File: config.mk
export PLATFORM = sky130hd
export DESIGN_NAME = min_max_column_decimator_unit
export DESIGN_NICKNAME = d
export VERILOG_FILES = /design/src/rtl/mmcd_pkg.sv /design/src/rtl/min_max_column_decimator_unit.sv /design/src/rtl/mmcd_join.sv /design/src/rtl/mmcd_core.sv
export SDC_FILE = /design/constraint.sdc
export NUM_CORES = 1
export LEC_CHECK = 0
export BUFFER_PORTS_ARGS = -buffer_cell sky130_fd_sc_hd__buf_2
export CORE_MARGIN = 1.5
export CORE_UTILIZATION = 60
export CTS_BUF_LIST = sky130_fd_sc_hd__clkbuf_2
export DETAILED_ROUTE_END_ITERATION = 7
export PLACE_DENSITY = 0.86
export SKIP_LAST_GASP = 1
export SLEW_MARGIN = 20
export SYNTH_ARGS = -nofsm -noshare
export SYNTH_HDL_FRONTEND = slang
export SYNTH_SLANG_ARGS = --single-unit
File: constraint.sdc
create_clock -name clk -period 15.2 [get_ports clk]
set_clock_uncertainty 0.1 [all_clocks]
set_input_delay 0.76 -clock clk [delete_from_list [all_inputs] [get_ports clk]]
set_output_delay 0.76 -clock clk [all_outputs]
set_load 0.01 [all_outputs]
File: src/rtl/mmcd_pkg.sv
`timescale 1ns / 1ps
package mmcd_pkg;

  localparam int SAMPLE_W = 16;
  localparam int SPAN_W   = 24;
  localparam int ACC_W    = 25;
  localparam int IDX_W    = 16;
  localparam int JOIN_W   = 20;

  localparam logic [ACC_W-1:0]  ONE_SAMPLE = 25'd256;
  localparam logic [SPAN_W-1:0] MIN_SPAN   = 24'd512;
  localparam logic [SPAN_W-1:0] SPAN_RESET = 24'd512;

  typedef struct packed {
    logic                       final_column;
    logic [IDX_W-1:0]           column_index;
    logic signed [SAMPLE_W-1:0] column_max;
    logic signed [SAMPLE_W-1:0] column_min;
  } column_t;

endpackage

File: src/rtl/min_max_column_decimator_unit.sv
`timescale 1ns / 1ps
// Min/max column decimator.
// Input stream: in_tdata carries one signed 16-bit sample per word, in_tlast
// marks the final sample of the visible range and closes the frame.
// Output stream: one word per display column; out_tdata holds column_min,
// column_max and column_index, out_tlast flags the column closed by in_tlast.
// cfg_we/cfg_wdata load samples_per_column (unsigned, 8 fraction bits,
// values under 2.0 act as 2.0); write it only while the stream is idle.
// Throughput: one sample per clock while no closing sample waits for the
// output register to free up. An accepted sample sits in the input register
// and updates the column state when it fires; a column it closes loads the
// output register on that same clock, raising out_tvalid. The column state
// loop (accumulator, min/max, span join) is combinational and sets this rate.
// Reset clears all frame state and loads 2.0 samples per column.
// When out_tready is low a finished column holds in the output register;
// samples that do not close a column are still taken, and the input stalls
// only once a second column is ready.
module min_max_column_decimator_unit
  import mmcd_pkg::*;
(
  input  logic              clk,
  input  logic              rst_n,
  input  logic              in_tvalid,
  output logic              in_tready,
  input  logic [15:0]       in_tdata,   // [15:0] sample
  input  logic              in_tlast,
  output logic              out_tvalid,
  input  logic              out_tready,
  output logic [47:0]       out_tdata,  // [15:0] column_min, [31:16] column_max,
                                        // [47:32] column_index
  output logic              out_tlast,
  input  logic              cfg_we,
  input  logic [SPAN_W-1:0] cfg_wdata
);

  logic                       in_valid_r;
  logic signed [SAMPLE_W-1:0] in_sample_r;
  logic                       in_last_r;
  logic [SPAN_W-1:0]          span_r;
  logic                       out_valid_r;
  column_t                    out_col_r, col;
  logic                       emit, fire, out_free;

  assign out_free  = !out_valid_r || out_tready;
  assign fire      = in_valid_r && (out_free || !emit);
  assign in_tready = !in_valid_r || fire;

  mmcd_core u_core (
    .clk      (clk),
    .rst_n    (rst_n),
    .fire     (fire),
    .sample   (in_sample_r),
    .last     (in_last_r),
    .span_cfg (span_r),
    .emit     (emit),
    .column   (col)
  );

  always_ff @(posedge clk) begin
    if (!rst_n) begin
      span_r <= SPAN_RESET;
    end else if (cfg_we) begin
      span_r <= cfg_wdata;
    end
  end

  always_ff @(posedge clk) begin
    if (!rst_n) begin
      in_valid_r <= 1'b0;
    end else if (in_tready) begin
      in_valid_r <= in_tvalid;
    end
  end

  always_ff @(posedge clk) begin
    if (in_tready && in_tvalid) begin
      in_sample_r <= $signed(in_tdata);
      in_last_r   <= in_tlast;
    end
  end

  always_ff @(posedge clk) begin
    if (!rst_n) begin
      out_valid_r <= 1'b0;
    end else if (fire && emit) begin
      out_valid_r <= 1'b1;
    end else if (out_tready) begin
      out_valid_r <= 1'b0;
    end
  end

  always_ff @(posedge clk) begin
    if (fire && emit) begin
      out_col_r <= col;
    end
  end

  assign out_tvalid = out_valid_r;
  assign out_tdata  = {out_col_r.column_index, out_col_r.column_max, out_col_r.column_min};
  assign out_tlast  = out_col_r.final_column;

`ifndef SYNTHESIS
  a_no_overwrite: assert property (@(posedge clk) disable iff (!rst_n)
    out_valid_r && !out_tready |=> out_valid_r && $stable(out_col_r))
    else $error("pending column overwritten");
  a_stage_hold: assert property (@(posedge clk) disable iff (!rst_n)
    in_valid_r && !fire |=> in_valid_r && $stable(in_sample_r) && $stable(in_last_r))
    else $error("input stage lost a word");
  a_fire_room: assert property (@(posedge clk) disable iff (!rst_n)
    fire && emit |-> out_free) else $error("column issued with no output room");
`endif

endmodule

File: src/rtl/mmcd_join.sv
`timescale 1ns / 1ps
module mmcd_join
  import mmcd_pkg::*;
(
  input  logic signed [SAMPLE_W-1:0] prev_min,
  input  logic signed [SAMPLE_W-1:0] prev_max,
  input  logic signed [SAMPLE_W-1:0] run_min,
  input  logic signed [SAMPLE_W-1:0] run_max,
  output logic signed [SAMPLE_W-1:0] join_min,
  output logic signed [SAMPLE_W-1:0] join_max
);

  logic signed [SAMPLE_W:0] p_diff, c_diff, p_adj, c_adj, p_half, c_half;
  logic signed [JOIN_W-1:0] p_ctr, c_ctr, dir, mag, lim;

  assign p_diff = (SAMPLE_W+1)'(prev_max) - (SAMPLE_W+1)'(prev_min);
  assign c_diff = (SAMPLE_W+1)'(run_max) - (SAMPLE_W+1)'(run_min);

  // truncate toward zero
  assign p_adj  = p_diff + $signed({{SAMPLE_W{1'b0}}, p_diff[SAMPLE_W]});
  assign c_adj  = c_diff + $signed({{SAMPLE_W{1'b0}}, c_diff[SAMPLE_W]});
  assign p_half = p_adj >>> 1;
  assign c_half = c_adj >>> 1;

  assign p_ctr = JOIN_W'(prev_min) + JOIN_W'(p_half);
  assign c_ctr = JOIN_W'(run_min) + JOIN_W'(c_half);
  assign dir   = p_ctr - c_ctr;
  assign mag   = (dir < 0) ? -dir : dir;
  assign lim   = JOIN_W'(p_half) + JOIN_W'(c_half);

  always_comb begin
    join_min = run_min;
    join_max = run_max;
    if (mag > lim) begin
      if (dir > 0) begin
        join_max = prev_min;
      end else begin
        join_min = prev_max;
      end
    end
  end

endmodule

File: src/rtl/mmcd_core.sv
`timescale 1ns / 1ps
module mmcd_core
  import mmcd_pkg::*;
(
  input  logic                       clk,
  input  logic                       rst_n,
  input  logic                       fire,
  input  logic signed [SAMPLE_W-1:0] sample,
  input  logic                       last,
  input  logic [SPAN_W-1:0]          span_cfg,
  output logic                       emit,
  output column_t                    column
);

  logic [ACC_W-1:0]          acc_r, acc_nxt, acc_base, acc_add;
  logic signed [SAMPLE_W-1:0] rmin_r, rmin_nxt, rmax_r, rmax_nxt;
  logic signed [SAMPLE_W-1:0] pmin_r, pmin_nxt, pmax_r, pmax_nxt;
  logic signed [SAMPLE_W-1:0] pmin_use, pmax_use, jmin, jmax;
  logic                      open_r, open_nxt, started_r, started_nxt;
  logic [IDX_W-1:0]          cnt_r, cnt_nxt, cnt_use;
  logic [SPAN_W-1:0]         span;
  logic                      reached;

  assign span     = (span_cfg < MIN_SPAN) ? MIN_SPAN : span_cfg;
  assign acc_base = started_r ? acc_r : '0;
  assign cnt_use  = started_r ? cnt_r : '0;
  assign pmin_use = started_r ? pmin_r : sample;
  assign pmax_use = started_r ? pmax_r : sample;
  assign acc_add  = acc_base + ONE_SAMPLE;
  assign reached  = acc_add >= ACC_W'(span);

  always_comb begin
    if (!(open_r && started_r)) begin
      rmin_nxt = sample;
      rmax_nxt = sample;
    end else if (sample > rmax_r) begin
      rmin_nxt = rmin_r;
      rmax_nxt = sample;
    end else if (sample < rmin_r) begin
      rmin_nxt = sample;
      rmax_nxt = rmax_r;
    end else begin
      rmin_nxt = rmin_r;
      rmax_nxt = rmax_r;
    end
  end

  mmcd_join u_join (
    .prev_min (pmin_use),
    .prev_max (pmax_use),
    .run_min  (rmin_nxt),
    .run_max  (rmax_nxt),
    .join_min (jmin),
    .join_max (jmax)
  );

  assign emit = reached || last;

  assign column = {last, cnt_use, jmax, jmin};

  always_comb begin
    acc_nxt     = reached ? (acc_add - ACC_W'(span)) : acc_add;
    pmin_nxt    = emit ? jmin : pmin_use;
    pmax_nxt    = emit ? jmax : pmax_use;
    cnt_nxt     = emit ? (cnt_use + 1'b1) : cnt_use;
    open_nxt    = !emit;
    started_nxt = 1'b1;
    if (last) begin
      acc_nxt     = '0;
      cnt_nxt     = '0;
      started_nxt = 1'b0;
    end
  end

  always_ff @(posedge clk) begin
    if (!rst_n) begin
      acc_r     <= '0;
      rmin_r    <= '0;
      rmax_r    <= '0;
      pmin_r    <= '0;
      pmax_r    <= '0;
      open_r    <= 1'b0;
      started_r <= 1'b0;
      cnt_r     <= '0;
    end else if (fire) begin
      acc_r     <= acc_nxt;
      rmin_r    <= rmin_nxt;
      rmax_r    <= rmax_nxt;
      pmin_r    <= pmin_nxt;
      pmax_r    <= pmax_nxt;
      open_r    <= open_nxt;
      started_r <= started_nxt;
      cnt_r     <= cnt_nxt;
    end
  end

`ifndef SYNTHESIS
  a_open_in_frame: assert property (@(posedge clk) disable iff (!rst_n)
    open_r |-> started_r) else $error("column open outside a frame");
  a_span_ordered: assert property (@(posedge clk) disable iff (!rst_n)
    open_r |-> (rmin_r <= rmax_r)) else $error("running min above running max");
  a_last_clears: assert property (@(posedge clk) disable iff (!rst_n)
    fire && last |=> !started_r && (cnt_r == '0) && !open_r)
    else $error("frame state not cleared after last word");
  a_hold_open: assert property (@(posedge clk) disable iff (!rst_n)
    fire && !emit |=> open_r) else $error("column closed without a result");
`endif

endmodule

==> impl_results.html <==
<table>
<tr><th>Metric</th><th>Value</th></tr>
<tr><th colspan="2">Layout</th></tr>
<tr><td>Multi-input combinational cell area</td><td>0.01095 mm²</td></tr>
<tr><td>Layout Cells excl Fill</td><td>2406</td></tr>
<tr><td>Number of filler instances in the final layout</td><td>2151</td></tr>
<tr><td>Area used by sequential logic in the layout</td><td>0.004646 mm²</td></tr>
<tr><td>Relative area change from synthesis to final layout</td><td>8.882%</td></tr>
<tr><td>Final antenna diode count</td><td>0</td></tr>
<tr><td>Final core area utilization</td><td>0.6647</td></tr>
<tr><td>Fraction of final layout cells sized beyond drive strength 1</td><td>0.09831</td></tr>
<tr><td>NumNets Final</td><td>2275</td></tr>
<tr><th colspan="2">Floorplan</th></tr>
<tr><td>I/O pins</td><td>97</td></tr>
<tr><td>Die Y</td><td>168.6 µm</td></tr>
<tr><td>Full die area</td><td>0.02842 mm²</td></tr>
<tr><td>Die Span X</td><td>168.6 µm</td></tr>
<tr><td># rows</td><td>60</td></tr>
<tr><td>Starting density of the core</td><td>0.6105</td></tr>
<tr><td>Core Box Area</td><td>0.02695 mm²</td></tr>
<tr><th colspan="2">Power</th></tr>
<tr><td>Pint</td><td>0.001863 W</td></tr>
<tr><td>Proportion of power drawn by the clock network</td><td>0.084</td></tr>
<tr><td>Maximum vdd ir drop</td><td>0.2287 mV</td></tr>
<tr><td>Share of total power in combinational logic</td><td>0.734</td></tr>
<tr><td>PD cells</td><td>204.0 mW/mm²</td></tr>
<tr><td>Net switching share of the total power</td><td>0.4903</td></tr>
<tr><td>Net load switching power</td><td>0.001791 W</td></tr>
<tr><td>Leakage component of the power</td><td>7.828 nW</td></tr>
<tr><td>Part of the power in registers</td><td>0.182</td></tr>
<tr><th colspan="2">Clocking</th></tr>
<tr><td>TritonCTS clock tree</td><td>yes</td></tr>
<tr><td>CTS H-tree depth</td><td>4</td></tr>
<tr><td>Total number of clock tree sinks</td><td>199</td></tr>
<tr><td>Total setup buffers inserted after CTS</td><td>0</td></tr>
<tr><td>Root buffer cell</td><td>clkbuf_2</td></tr>
<tr><td>Clk_lat worst skew</td><td>880 ps</td></tr>
<tr><td>Clock buffers created by TritonCTS</td><td>17</td></tr>
<tr><td>Number of instances resized during post-cts repair</td><td>0</td></tr>
<tr><td>Hold-fix buffers at CTS</td><td>33</td></tr>
<tr><td>Clock-pin transition on the worst setup and hold timing paths</td><td>350 ps</td></tr>
<tr><td>Maximum clock insertion buffer count</td><td>2</td></tr>
<tr><th colspan="2">Setup path</th></tr>
<tr><td>Most frequent cell on the critical path</td><td>a21oi_1</td></tr>
<tr><td>Worst setup path class</td><td>flop to flop</td></tr>
<tr><td>Reg-to-reg slack, setup</td><td>1590 ps</td></tr>
<tr><td>Crit Reg-Reg Endpoint</td><td>out_tdata[29]</td></tr>
<tr><td>Arrival time of data at the critical path endpoint</td><td>14150 ps</td></tr>
<tr><td>Critical Path Max Stage Delay</td><td>880 ps</td></tr>
<tr><td>Startpoint of the lowest-slack register-to-register path</td><td>in_sample_r[3]</td></tr>
<tr><td>Endpoint kind of the worst setup timing path</td><td>flop</td></tr>
<tr><td>Worst-path fanout max</td><td>18</td></tr>
<tr><td>Cell with the biggest individual delay on the critical path</td><td>edfxtp_1</td></tr>
<tr><td>CP Launch Point</td><td>in_sample_r[3]</td></tr>
<tr><td>Critical path launch point type</td><td>flop</td></tr>
<tr><td>Data required time of the worst path</td><td>15740 ps</td></tr>
<tr><td>End point of the critical path</td><td>out_tdata[29]</td></tr>
<tr><td>Depth of the worst register-to-register path</td><td>55</td></tr>
<tr><th colspan="2">Synth</th></tr>
<tr><td>Post-Synthesis Cell Area</td><td>0.01645 mm²</td></tr>
<tr><td>Post-synth EDFFs</td><td>66</td></tr>
<tr><td>Fraction of post-synthesis cell area in the top cell type by area</td><td>0.1618</td></tr>
<tr><td>Post-synthesis cell type count</td><td>83</td></tr>
<tr><td>Avg Inst Size Synth</td><td>8.412 µm²</td></tr>
<tr><td>Number of instances in the synthesized netlist</td><td>1956</td></tr>
<tr><td>Largest area contributor in the netlist</td><td>dfxtp_1</td></tr>
<tr><td>Number of storage elements in the synthesis netlist</td><td>199</td></tr>
<tr><td>Top cells by area in the synthesized netlist</td><td>dfxtp_1 (16%), edfxtp_1 (12%), ha_1 (11%), nor2_1 (4.4%), fa_1 (4.3%)</td></tr>
<tr><td>Dominant synthesized flop cell</td><td>dfxtp_1</td></tr>
<tr><td>Async SR Flop Fraction</td><td>0</td></tr>
<tr><td>Warnings, synthesis</td><td>0</td></tr>
<tr><td>Register area share after synthesis</td><td>0.2823</td></tr>
<tr><th colspan="2">Route</th></tr>
<tr><td>Starting DRC count in detailed routing</td><td>1547</td></tr>
<tr><td>Total via count after detailed routing</td><td>15392</td></tr>
<tr><td>Final antenna-violating net count</td><td>0</td></tr>
<tr><td>Final Routed Wirelength</td><td>47.97 mm</td></tr>
<tr><td>Via density per instance</td><td>6.397</td></tr>
<tr><td>DR WL/cell</td><td>19.94 µm</td></tr>
<tr><td>DRC Markers</td><td>0</td></tr>
<tr><td>Drt pass-1 iters</td><td>7</td></tr>
<tr><th colspan="2">Hold path</th></tr>
<tr><td>Hold Path Origin</td><td>cfg_wdata[0]</td></tr>
<tr><td>Worst min path class</td><td>input port to flop</td></tr>
<tr><th colspan="2">STA</th></tr>
<tr><td>Minimum period implied by the final worst setup slack</td><td>13610 ps</td></tr>
<tr><td>Max-slew headroom at the worst pin</td><td>0.2732</td></tr>
<tr><td>Transition time at the pin with the least slew margin</td><td>1090 ps</td></tr>
<tr><td>Fmax</td><td>73.47 MHz</td></tr>
<tr><td>Final critical-path setup slack</td><td>1589 ps</td></tr>
<tr><td>Ratio of final minimum period to clock period</td><td>0.8954</td></tr>
<tr><td>Final count of negative-setup-slack endpoints</td><td>0</td></tr>
<tr><td>Setup TNS after final layout</td><td>0 ps</td></tr>
<tr><td>Total count of hold-check failures in the final report</td><td>0</td></tr>
<tr><td>Setup repair after global routing missed its margin</td><td>no</td></tr>
<tr><td>Slew Viols, Final</td><td>0</td></tr>
<tr><th colspan="2">Place</th></tr>
<tr><td>Placement-stage worst setup slack</td><td>1937 ps</td></tr>
<tr><td>Placer Congestion</td><td>1.017</td></tr>
<tr><td>Port Buffers</td><td>96</td></tr>
<tr><td>Number of placed cells counting well taps</td><td>2340</td></tr>
<tr><td>Detailed-placement wirelength estimate</td><td>36.11 mm</td></tr>
<tr><th colspan="2">GRT</th></tr>
<tr><td>Pin count of the biggest net entering global routing</td><td>63</td></tr>
<tr><td>Layer carrying the most global-route usage</td><td>met2</td></tr>
<tr><td>Global router's overall resource usage</td><td>0.3361</td></tr>
<tr><td>Grt ovf</td><td>0</td></tr>
<tr><td>Met2 usage</td><td>0.5744</td></tr>
<tr><td>Global-route wire length before repair</td><td>76.12 mm</td></tr>
<tr><td>Met3 capacity usage during global routing</td><td>0.05050</td></tr>
<tr><td>Via count of the first global-routing pass</td><td>14989</td></tr>
<tr><td>Initial antenna violation count</td><td>1</td></tr>
<tr><td>Global Route met1 Usage</td><td>0.4039</td></tr>
<tr><th colspan="2">Flow run</th></tr>
<tr><td>Number of max-cap violations</td><td>0</td></tr>
<tr><th colspan="2">Outcome</th></tr>
<tr><td>Run status</td><td>finished clean</td></tr>
</table>
==> critical path, delay by kind of cell, from the launching register on <==
kind	cells	cell delay [ps]
AO/OA/AOI/OAI	27	5480
XOR/XNOR	3	770
adder cells (fa/ha/maj)	8	2590
buffers and inverters	6	1120
flip-flops	1	880
multiplexers	2	1120
AND/OR/NAND/NOR	9	1270
==> synth_stat cells, types with 6 or more instances <==
master and n:
xor2_1 57, and2_1 36, a22oi_1 8, ha_1 142, o21ai_0 88, a22o_1 17
a211oi_1 36, o31ai_1 7, clkbuf_1 59, edfxtp_1 66, buf_1 10, o211ai_1 6
nand2_1 132, xnor2_1 70, mux2i_1 65, a21oi_1 129, or4_1 6, a21boi_0 20
dfxtp_1 133, a31oi_1 31, nand4_1 26, nand2b_1 19, fa_1 35, nor3_1 38
inv_1 167, nor2_1 195, or2_2 9, o21a_1 14, nor4_1 13, a21o_1 60
o2bb2ai_1 18, nand3_1 49, and3_1 28, nor2b_1 42, mux2_2 20
==> how the worst min path moves through the flow <==
stage,cells after the start,endpoint
6_report,3,span_r[0]
5_1_grt,1,in_sample_r[13]
4_1_cts,3,span_r[20]
2_1_floorplan,2,u_core.cnt_r[8]
3_3_place_gp,2,u_core.acc_r[6]
3_5_place_dp,2,u_core.acc_r[7]
==> registers in the layout (all words and copies together) (netlist names) <==
| name | flops |
|---|---|
| out_tdata | 48 |
| u_core.acc_r | 25 |
| span_r | 24 |
| in_sample_r | 16 |
| u_core.cnt_r | 16 |
| u_core.pmax_r | 16 |
| u_core.pmin_r | 16 |
| u_core.rmax_r | 16 |
| u_core.rmin_r | 16 |
| in_last_r | 1 |
| in_valid_r | 1 |
| out_tlast | 1 |
| out_tvalid | 1 |
| u_core.open_r | 1 |
| u_core.started_r | 1 |
==> layer usage <==
layer | vias up | wire (µm)
met5 | - | 0
met1 | 7328 | 18930
li1 | 7159 | -
met3 | 168 | 3438
met2 | 737 | 22800
met4 | 0 | 2805
==> stage by stage <==
stage	instance area, µm²	hold WS [ps]	total power [W]
floorplan	16460	317.4	0.002651
global placement	17280	333.3	0.003160
detailed placement	17290	346.3	0.003263
CTS	17900	12.87	0.003590
global route	17910	12.18	0.003956
finish	17910	31.34	0.003654
==> power groups by stage <==
stage	Sequential, W	Combinational [W]	Clock [W]
3_3_place_gp	0.000670	0.00249	0
5_1_grt	0.000667	0.00297	0.000324
4_1_cts	0.000662	0.00262	0.000307
3_5_place_dp	0.000671	0.00259	0
6_report	0.000664	0.00268	0.000309
2_1_floorplan	0.000666	0.00199	0
==> placed cells by master (no fill, tap or decap), types with 28 or more instances in the layout <==
master and instances:
nand2_1 132, edfxtp_1 66, inv_1 167, dfxtp_1 132
ha_1 142, mux2i_1 65, nand3_1 49, dlygate4sd3_1 34
a31oi_1 30, and3_1 28, a21o_1 60, o21ai_0 88
a211oi_1 36, fa_1 35, nor2b_1 41, nor3_1 37
nor2_1 193, xor2_1 57, and2_1 36, buf_2 96
a21oi_1 127, xnor2_1 70
==> kinds of logic after synthesis <==
logic type               count (synthesis)  synth area share
buffers and inverters                  244           0.05627
AO/OA/AOI/OAI                          499            0.2011
AND/OR/NAND/NOR                        619            0.1829
XOR/XNOR                               129           0.07072
multiplexers                            86           0.05460
flip-flops                             199            0.2823
other                                    1         0.0002279
adder cells (fa/ha/maj)                179            0.1519
==> layout make-up <==
cell class | instances | area share
clock buffer | 18 | 0.005029
multi-input combinational | 1514 | 0.6113
clock inverter | 14 | 0.01110
inverter | 172 | 0.03611
timing repair buffer | 148 | 0.05336
sequential | 199 | 0.2593
tap | 341 | 0.02382
Note: power is estimated with default switching activity, not from simulation.
